### src/sv/tppg_pkg.sv
// Shared types, constants and register indexes of the test pattern pixel generator.
`timescale 1ns / 1ps
package tppg_pkg;

   // Pattern geometry.
   localparam int unsigned BORDER_PIXELS = 20;
   localparam int unsigned MAX_DIMENSION = 4096;
   localparam int unsigned MIN_DIMENSION = 2 * BORDER_PIXELS + 1;

   // Depth of the queue between classification and output formatting.
   localparam int unsigned QUEUE_DEPTH = 4;

   // Register indexes on the configuration port (byte address / 4).
   localparam logic [2:0] REG_FRAME_WIDTH  = 3'd0;
   localparam logic [2:0] REG_FRAME_HEIGHT = 3'd1;
   localparam logic [2:0] REG_PIXEL_MODE   = 3'd2;
   localparam logic [2:0] REG_LINE_BYTES   = 3'd3;
   localparam logic [2:0] REG_FRAME_BASE   = 3'd4;

   // Full 24-bit colors of the pattern.
   localparam logic [23:0] COLOR_BLACK   = 24'h000000;
   localparam logic [23:0] COLOR_WHITE   = 24'hffffff;
   localparam logic [23:0] COLOR_BLUE    = 24'h0000ff;
   localparam logic [23:0] COLOR_GREEN   = 24'h00ff00;
   localparam logic [23:0] COLOR_RED     = 24'hff0000;
   localparam logic [23:0] COLOR_YELLOW  = 24'hffff00;
   localparam logic [23:0] COLOR_MAGENTA = 24'hff00ff;
   localparam logic [23:0] COLOR_CYAN    = 24'h00ffff;

   // Which part of the pattern a pixel falls in.
   typedef enum logic [3:0] {
      CLASS_BLACK,
      CLASS_WHITE,
      CLASS_BLUE,
      CLASS_GREEN,
      CLASS_RED,
      CLASS_YELLOW,
      CLASS_MAGENTA,
      CLASS_CYAN,
      CLASS_RAMP_BLUE,
      CLASS_RAMP_GREEN,
      CLASS_RAMP_RED
   } color_class_type;

   // Configuration as seen by the datapath.
   typedef struct packed {
      logic [12:0] frame_width;
      logic [12:0] frame_height;
      logic        pixel_mode;
      logic [14:0] line_bytes;
      logic [31:0] frame_base;
   } cfg_type;

   // Request and response payloads.
   typedef struct packed {
      logic [11:0] pixel_x;
      logic [11:0] pixel_y;
   } req_type;

   typedef struct packed {
      logic [23:0] pixel_word;
      logic [31:0] write_address;
      logic        in_range;
   } rsp_type;

   // One classified pixel waiting in the queue.
   typedef struct packed {
      color_class_type color_class;
      logic [7:0]      ramp_level;
      logic [11:0]     pixel_x;
      logic [26:0]     row_offset;
      logic            in_range;
   } entry_type;

endpackage

### src/sv/tppg_front.sv
// Front end: takes request transfers, classifies the pixel and computes the row offset.
`timescale 1ns / 1ps
module tppg_front (
   input  tppg_pkg::cfg_type   cfg,
   input  logic                req_valid,
   output logic                req_ready,
   input  tppg_pkg::req_type   req_payload,
   input  logic                queue_full,
   output logic                push,
   output tppg_pkg::entry_type push_data
);
   import tppg_pkg::*;

   localparam logic [12:0] BORDER = 13'(BORDER_PIXELS);

   logic [12:0] x13;
   logic [12:0] y13;
   logic [12:0] right_edge;
   logic [12:0] bottom_edge;
   logic [12:0] dist_right;
   logic [12:0] dist_bottom;
   logic [13:0] x_times3;
   logic [13:0] width_times2;
   logic        mid_x;
   logic        mid_y;
   logic        frame_line;
   logic        diag_main;
   logic        diag_anti;
   logic        ramp_first;
   logic        ramp_second;
   color_class_type pixel_class;

   // Accept whenever the queue has room.
   assign req_ready = !queue_full;
   assign push      = req_valid && !queue_full;

   // Geometry relative to the frame edges; all in range once the pixel is inside.
   assign x13         = {1'b0, req_payload.pixel_x};
   assign y13         = {1'b0, req_payload.pixel_y};
   assign right_edge  = cfg.frame_width - BORDER;
   assign bottom_edge = cfg.frame_height - BORDER;
   assign dist_right  = cfg.frame_width - x13;
   assign dist_bottom = cfg.frame_height - y13;

   assign mid_x      = (x13 > BORDER) && (x13 < right_edge);
   assign mid_y      = (y13 > BORDER) && (y13 < bottom_edge);
   assign frame_line = (x13 == BORDER) || (x13 == right_edge)
                    || (y13 == BORDER) || (y13 == bottom_edge);
   assign diag_main  = (x13 == y13) || (dist_right == dist_bottom);
   assign diag_anti  = (dist_right == y13) || (x13 == dist_bottom);

   // Ramp band floor(3x/w) found by comparing 3x with w and 2w.
   assign x_times3     = {x13, 1'b0} + {1'b0, x13};
   assign width_times2 = {cfg.frame_width, 1'b0};
   assign ramp_first   = x_times3 < {1'b0, cfg.frame_width};
   assign ramp_second  = x_times3 < width_times2;

   // Pattern priority, first match wins.
   always_comb begin
      if ((x13 < BORDER) && (y13 < BORDER)) begin
         pixel_class = CLASS_WHITE;
      end else if ((x13 < BORDER) && mid_y) begin
         pixel_class = CLASS_BLUE;
      end else if ((y13 < BORDER) && mid_x) begin
         pixel_class = CLASS_GREEN;
      end else if ((x13 > right_edge) && mid_y) begin
         pixel_class = CLASS_RED;
      end else if ((y13 > bottom_edge) && mid_x) begin
         pixel_class = CLASS_YELLOW;
      end else if (frame_line) begin
         pixel_class = CLASS_WHITE;
      end else if (diag_main) begin
         pixel_class = CLASS_MAGENTA;
      end else if (diag_anti) begin
         pixel_class = CLASS_CYAN;
      end else if (mid_x && mid_y) begin
         if (ramp_first) begin
            pixel_class = CLASS_RAMP_BLUE;
         end else if (ramp_second) begin
            pixel_class = CLASS_RAMP_GREEN;
         end else begin
            pixel_class = CLASS_RAMP_RED;
         end
      end else begin
         pixel_class = CLASS_BLACK;
      end
   end

   // Queue entry; the row offset product is registered by the queue.
   always_comb begin
      push_data.color_class = pixel_class;
      push_data.ramp_level  = req_payload.pixel_y[7:0];
      push_data.pixel_x     = req_payload.pixel_x;
      push_data.row_offset  = 27'(cfg.line_bytes) * 27'(req_payload.pixel_y);
      push_data.in_range    = (x13 < cfg.frame_width) && (y13 < cfg.frame_height);
   end

endmodule

### config.mk
export PLATFORM = sky130hd
export DESIGN_NAME = tppg_front
export DESIGN_NICKNAME = d
export VERILOG_FILES = /design/src/sv/tppg_pkg.sv /design/src/sv/tppg_front.sv
export SDC_FILE = /design/constraint.sdc
export NUM_CORES = 1
export LEC_CHECK = 0
export BUFFER_PORTS_ARGS = -buffer_cell sky130_fd_sc_hd__buf_4
export CORE_UTILIZATION = 31
export DETAILED_ROUTE_END_ITERATION = 10
export PLACE_DENSITY_LB_ADDON = 0.25
export REMOVE_ABC_BUFFERS = 1
export SETUP_SLACK_MARGIN = 0.05
export SLEW_MARGIN = 20
export SYNTH_ARGS = -nofsm -noshare
export SYNTH_HDL_FRONTEND = slang
export SYNTH_SLANG_ARGS = --single-unit
export TNS_END_PERCENT = 100
### constraint.sdc
create_clock -name vclk -period 10.27
set_input_delay 2.054 -clock vclk [all_inputs]
set_output_delay 2.054 -clock vclk [all_outputs]
set_load 0.01 [all_outputs]
==> impl_results.md, run 1 <==
- Outcome: finished clean
- Max cap viols: 0
- F_max: between 0.1 and 0.15 GHz
- Largest family of logic cells by synthesized area: adder cells
- Cell Area, Placed: 0.0117 sq mm
- # hold bufs at CTS: 0
- Post-CTS Setup Bufs: 0
- Setup TNS: 0 ps
- Maximum vdd ir drop: 0.000200 V
- Die W: between 150 and 200 um
- Slew headroom: between 40% and 50%
- Power Total: about 2.5 mW
- Period utilisation layout: a little over nine tenths
- Ys Warns: 0
- First-pass GRT wire length: about 48,000 um
- Final-report max-slew violation count: 0
- Core Footprint: around 0.034 sq mm
- DRT Pass-1 Iters: 5
- P_leak: 5.80 nW
- Crit path largest cell delay: ~580 ps
- Total gr overflow: 0
- Post-route ant nets: 0
- DRT iter0 DRCs: 370
- Yosys top cell by area: fa_1
- Final setup vio count: 0
- Commonest non-fill, non-tap cell in the layout: inv_1
- Design Area, Final: around 0.012 sq mm
- Post_cts resized: 0
- Fraction of layout cells with a size suffix above 1: around a tenth
- Vias per inst: around 5
- Unique masters post-synth: between 70 and 80
- Finished Layout Cells: about 1,800
- Worst EP required: 8220 ps
- Worst Path Buf+Inv: 5
- CP Capture Type: output pin
- Core Util, Final: between 30% and 40%
- Wire per inst: 15.7 um
- Placer congestion estimate: around 0.85
- Crit start category: input pin
- Antenna diodes: 0
- Ports: around 150
- Pwr/cell area: roughly 220 mW/mm^2
- Yosys top cell area share: between 20% and 30%
- Nets: approximately 1,800
- Worst EP arrival: around 7700 ps
- CP max stage cell: fa_1
- Mux cell area share after synthesis: 0.189%
- Synth area leaders: fa_1 25%, ha_1 19%, inv_1 8.0%, xnor2_1 7.4%, nand2_1 5.6%
- Effective utilization at floorplan: approximately a third
- Post-synthesis sequential area ratio: 0%
- Adder-Cell Fraction of Synth Area: between 40% and 50%
- Worst hold path class: in -> out
- Clock buffer cells: 0
- Critical path's top delay family: adder cells
- Period minus WS final: around 10000 ps
- FP Rows: 67
- Hold Vio Cnt, Final: 0
- Fillers: roughly 3,700
- Port Buffers: around 120
- CP Cell Sequence: buf_4 > nand2_1 > fa_1 > fa_1 > fa_1 > inv_1 > fa_1 > inv_1 > fa_1 > inv_1 > ha_1 > o21a_1 > nor2_1 > a211oi_1 > o31ai_2 > nor3_1 > a2111oi_2 > o21ai_1 > a21oi_1 > xnor2_1 > buf_4
- Crit Path Class: in -> out
- Residual DRC: 0
- Placed insts: around 1,800
- Die area: 0.0349 sq mm
- Area delta synth->final: 10.2%
- Synth Area per Inst: between 7 and 8 sq um
- Post-synthesis simple-gate area fraction: 19.9%
- Vias in the first global route: around 9,200
- FF+latch count: 0
- RSZ-0062 raised after global routing: no
- XOR/XNOR Fraction of Synth Area: about a tenth
- Die height: ~190 um
- Cell mode on critical path: fa_1
- Initial antenna violation count: 0
- Synthesized cell area: between 0.01 and 0.015 sq mm
- Final WL: just under 30,000 um
- Worst Tran Pin Value: 820 ps
- Vias: between 9,000 and 10,000
- Largest net degree at the start of global routing: 27
- Compound-Gate Fraction of Synth Area: between 10% and 20%
- Multi-input gate area: about 0.0093 sq mm
- Cells after Synth: around 1,300
- Dpl hpwl: around 24,000 um
- Most frequent cells in the layout: 226 x inv_1, 164 x ha_1, 158 x nand2_1
- Max FO, Critical Path: 23
- Global router's overall resource usage: between 10% and 20%
- FF/Latch Area: 0 sq um
-- worst paths after layout --
check                           from            end  slack [ps]  depth (start not counted)
worst max-delay path  req_payload[5]  push_data[27]         550                         21
worst min-delay path      queue_full      req_ready        4350                          3
-- synth_stat cells (all sizes together) (4+ instances only) --
master,n
nand2,158
inv,227
a21o,23
nand3,19
nand4,22
a31oi,9
nand3b,4
buf,39
nand2b,14
nor3,21
and3,6
fa,133
or3,4
a21oi,49
nor3b,4
nor4,14
nor2,51
xnor3,4
o21a,13
xnor2,91
a211oi,13
a2111oi,4
or4,8
nor2b,14
and2,70
o21ai,48
o211ai,7
o21bai,5
clkbuf,37
ha,164
xor2,21
o31ai,5
or2,4
-- where the power goes --
group | internal, mW | switching [mW] | total (mW) | leakage [nW]
Clock | 0 | 0 | 0 | 0
Combinational | 1.19 | 1.34 | 2.53 | 5.80
Sequential | 0 | 0 | 0 | 0
Total | 1.19 | 1.34 | 2.53 | 5.80
-- area by class of cell --
class / instances / share of cell area, %
inverters: 227 / 7.30
well taps: 448 / 4.80
repair buffers: 123 / 7.91
multi-input cells: 1038 / 80.0
-- per-layer routing --
layer | GRT usage [%] | share of wire [%] | wire length [um] | vias to the layer above
met5 | 0 | 0 | 0 | -
met4 | 0.851 | 0.62 | 178 | 0
met3 | 0.621 | 2.9 | 844 | 14
met2 | 28.4 | 47 | 13600 | 181
met1 | 24.2 | 49 | 14300 | 4467
li1 | - | - | - | 4455
-- logic make-up after synthesis --
family          after synthesis
xor+xnor                    116
fa+ha+maj                   297
compound gates              205
buf+inv                     303
mux                           2
simple gates                418
-- stage by stage --
step / hold slack (ps) / setup WS, ps
5_1_grt: 4370 / 154
4_1_cts: 4350 / 518
6_report: 4350 / 552
3_5_place_dp: 4350 / 547
2_1_floorplan: 4110 / 1350
3_3_place_gp: 4340 / 564
Power figures use the tool's default switching activity.
==> run 2, diff against run 1 <==
- CELL_PAD_IN_SITES_DETAIL_PLACEMENT: unset -> 1
- CELL_PAD_IN_SITES_GLOBAL_PLACEMENT: unset -> 1
- RECOVER_POWER: unset -> 50
==> run 2 against run 1 <==
  * Via count grew 1.2%
  * Global-route usage grew 1.4 points
  * Cell count is essentially flat
  * Critical path depth is the same
  * Final area shrank 0.61%
  * Routed wire length grew 8.1%
  * Utilization shrank 0.21 points
  * Critical path type unchanged
  * Largest power group unchanged
==> impl_results.md, run 2 (synthesized netlist as in run 1, its figures left out) <==
- Final-report max-slew violation count: 0
- Slew headroom: about 45%
- Area delta synth->final: 9.57%
- Design Area, Final: 0.0116 sq mm
- Max FO, Critical Path: 23
- First-pass GRT wire length: around 52,000 um
- Worst setup path startpoint: req_payload[5]
- Core Footprint: 0.0335 sq mm
- Period minus WS final: between 9000 and 10,000 ps
- F_max: a little over 0.1 GHz
- Outcome: finished clean
- Port Buffers: around 120
- FF/Latch Area: 0 sq um
- Power Total: roughly 2.6 mW
- Final WL: roughly 31,000 um
- CP max stage cell: fa_1
- Total gr overflow: 0
- Final setup vio count: 0
- Global router's overall resource usage: 18.0%
- # hold bufs at CTS: 0
- Ports: 154
- FP Rows: 67
- CP Capture Type: output pin
- Pwr/cell area: about 220 mW/mm^2
- P_leak: around 5.7 nW
- FF+latch count: 0
- Wire per inst: between 15 and 20 um
- Crit path largest cell delay: 580 ps
- Cell mode on critical path: fa_1
- Die W: 187 um
- Commonest non-fill, non-tap cell in the layout: inv_1
- Vias: 9,226
- Worst Path Buf+Inv: 5
- Worst Tran Pin Value: 817 ps
- Crit Path Class: in -> out
- Period utilisation layout: approximately 94%
- HP Start: queue_full
- Worst EP required: roughly 8000 ps
- Placer congestion estimate: between 0.8 and 0.9
- RSZ-0062 raised after global routing: no
- Fraction of layout cells with a size suffix above 1: a little under a tenth
- Die height: about 190 um
- DRT iter0 DRCs: about 340
- Critical path's top delay family: adder cells
- Hold Vio Cnt, Final: 0
- Worst hold path class: in -> out
- Post_cts resized: 0
- Crit start category: input pin
- Setup TNS: 0 ps
- Cell Area, Placed: about 0.012 sq mm
- Nets: about 1,800
- Dpl hpwl: ~26,000 um
- Worst EP arrival: about 7600 ps
- Die area: 0.0349 sq mm
- CP Cell Sequence: buf_4 > nand2_1 > fa_1 > fa_1 > fa_1 > inv_1 > fa_1 > inv_1 > fa_1 > inv_1 > ha_1 > o21a_1 > nor2_1 > a211oi_1 > o31ai_2 > nor3_1 > a2111oi_2 > o21ai_1 > a21oi_1 > xnor2_1 > buf_4
- Vias in the first global route: 9,868
- Clock buffer cells: 0
- Vias per inst: between 5 and 6
- Initial antenna violation count: 0
- Effective utilization at floorplan: a little under a third
- Max cap viols: 0
- Maximum vdd ir drop: 0.000239 V
- Residual DRC: 0
- Most frequent cells in the layout: 226 x inv_1, 164 x ha_1, 158 x nand2_1
- DRT Pass-1 Iters: 4
- Largest net degree at the start of global routing: 27
- Antenna diodes: 0
- Post-route ant nets: 0
- Post-CTS Setup Bufs: 0
## run 2: cell count changes in the layout (fill, tap and decap cells not counted), sizes merged
cell and change:
clkbuf +17, buf -18
## run 2: final timing paths
path                            end  depth (start not counted)
worst min-delay path           push                          3
worst max-delay path  push_data[27]                         21
## run 2: final cells by class
cell class,instances,area [sq um]
well taps,448,561
inverters,227,852
fillers,4125,21900
repair buffers,122,852
multi-input cells,1038,9340
## run 2: layer usage
metal | global-route usage, % | up-vias | share of wire (%)
met5 | 0 | - | 0
met4 | 1.23 | 0 | 0.66
met3 | 0.508 | 16 | 2.6
met2 | 31.3 | 129 | 47
met1 | 25.9 | 4635 | 49
li1 | - | 4446 | -
## run 2: worst min-delay path, cell delays in order
cell	delay, ps
buf_4	80
nor2b_1	30
clkbuf_1	110
## run 2: power breakdown
group / internal (mW) / switching (mW)
logic: 1.19 / 1.38
registers: 0 / 0
clock network: 0 / 0
## run 2: metrics by stage
step	cells	util, %	hold WS [ps]	worst slack, ps
2_1_floorplan	1265	-	4110	1350
3_3_place_gp	1835	34.8	4340	574
3_5_place_dp	1835	34.8	4350	574
4_1_cts	1835	34.8	4360	545
5_1_grt	1835	34.6	4350	275
6_report	1835	34.6	4340	579
==> run 3, diff against run 2 <==
- clock period: 10.27 -> 12.05 ns (I/O delays scaled with it)
==> run 3 against run 2 <==
  * Sequential share of layout area unchanged
  * Setup slack gained 440 ps
  * Clock-buffer cell count is the same
  * Global-route usage is 0.067 points higher
  * Routed wire length rose by 0.56%
  * Utilization down 0.056 points
  * Flip-flop and latch count unchanged
  * Final area decreased by 0.16%
  * Via count increased by 0.16%
  * Cell count about the same
  * Die area unchanged
  * First-iteration DRC count decreased by 17%
  * Largest cell class unchanged
==> impl_results.md, run 3 (synthesized netlist as in run 1, its figures left out) <==
- Fraction of layout cells with a size suffix above 1: under 10%
- Global router's overall resource usage: between 10% and 20%
- Area delta synth->final: 9.40%
- Antenna diodes: 0
- Die height: 187 um
- Period utilisation layout: around nine tenths
- Sw Ratio: between 50% and 60%
- Slew headroom: between 5 and 6%
- Worst setup path startpoint: req_payload[1]
- Power Total: around 2.2 mW
- Outcome: finished clean
- Worst hold stages: 3
- DRT Pass-1 Iters: 5
- Residual DRC: 0
- Crit Path Class: in -> out
- Hold Vio Cnt, Final: 0
- Cell Area, Placed: approximately 0.012 sq mm
- Worst EP required: between 9000 and 10,000 ps
- Sequential power share: 0%
- Total gr overflow: 0
- Effective utilization at floorplan: about a third
- Post_cts resized: 0
- Clock Power Share: 0%
- Maximum vdd ir drop: 0.000184 V
- Max FO, Critical Path: 23
- Commonest non-fill, non-tap cell in the layout: inv_1
- Ports: ~150
- Core Util, Final: ~35%
- Crit start category: input pin
- Port Buffers: roughly 120
- First-pass GRT wire length: between 50,000 and 60,000 um
- P_leak: 5.72 nW
- Top Layer Used: met4
- Met1 WL: about 16,000 um
- DRT iter0 DRCs: about 280
- Wire per inst: approximately 17 um
- Core Footprint: 0.0335 sq mm
- Dpl hpwl: around 26,000 um
- Worst hold path class: in -> out
- Die W: roughly 190 um
- Setup TNS: 0 ps
- Psw: about 1.2 mW
- Initial antenna violation count: 0
- RSZ-0062 raised after global routing: no
- Post-CTS Setup Bufs: 0
- Vias: a little over 9,000
- Worst Tran Pin Value: between 1000 and 1500 ps
- Met2 Routed Length: about 15,000 um
- FF/Latch Area: 0 sq um
- FF+latch count: 0
- F_max: between 0.09 and 0.1 GHz
- Pwr/cell area: between 150 and 200 mW/mm^2
- Nets: around 1,800
- # hold bufs at CTS: 0
- Worst EP arrival: about 8600 ps
- Die area: 0.0349 sq mm
- Vias per inst: between 5 and 6
- FP Rows: 67
- Routed wl met3: approximately 530 um
- Final setup vio count: 0
- Clock buffer cells: 0
- Largest net degree at the start of global routing: 27
- Final WL: 31,400 um
- Final-report max-slew violation count: 0
- Max cap viols: 0
- Placer congestion estimate: 0.829
- Period minus WS final: 11,030 ps
- Most frequent cells in the layout: 226 x inv_1, 164 x ha_1, 158 x nand2_1
- Post-route ant nets: 0
- Worst Setup EP: push_data[27]
- Combinational Power Share: 100.0%
- CP Capture Type: output pin
- Design Area, Final: about 0.012 sq mm
- Vias in the first global route: 9,843
- Pint: roughly 1 mW
[run 3: per-layer routing]
layer / vias up / GRT usage, %
li1: 4445 / -
met1: 4664 / 25.8
met2: 120 / 31.8
met3: 12 / 0.433
met4: 0 / 1.17
met5: - / 0
[run 3: layout make-up]
type / count / area, sq um
well taps: 448 / 561
fillers: 4123 / 22000
repair buffers: 121 / 833
multi-input cells: 1038 / 9340
inverters: 227 / 852
[run 3: power by group through the flow]
stage / Sequential, mW / Combinational, mW / Clock (mW)
6_report: 0 / 2.17 / 0
5_1_grt: 0 / 2.44 / 0
4_1_cts: 0 / 2.23 / 0
3_5_place_dp: 0 / 2.21 / 0
3_3_place_gp: 0 / 2.16 / 0
2_1_floorplan: 0 / 1.45 / 0
[run 3: worst min path at each step]
| stage | startpoint | slack (ps) | end |
|---|---|---|---|
| final | queue_full | 5050 | req_ready |
| after global placement | queue_full | 5060 | req_ready |
| after floorplan | req_payload[12] | 4820 | push_data[28] |
| after global routing | queue_full | 5060 | push |
| after detailed placement | queue_full | 5070 | req_ready |
| after CTS | queue_full | 5070 | req_ready |
[run 3: stage by stage]
stage               instances  setup slack, ps  hold WS [ps]
global route             1834              618          5060
finish                   1834             1020          5050
CTS                      1834             1470          5070
global placement         1834             1540          5060
floorplan                1265             2420          4820
detailed placement       1834             1500          5070
[run 3: critical path, stage by stage]
cell and delay, ps:
clkbuf_1 1010, nand2_1 190, fa_1 550, inv_1 50
fa_1 500, inv_1 50, fa_1 470, fa_1 550
inv_1 40, ha_1 350, o21a_1 150, o21ai_1 250
a211oi_1 200, o31ai_2 540, nor3_1 130, a2111oi_2 540
o21ai_1 140, a21oi_1 210, xnor2_1 140, buf_4 140
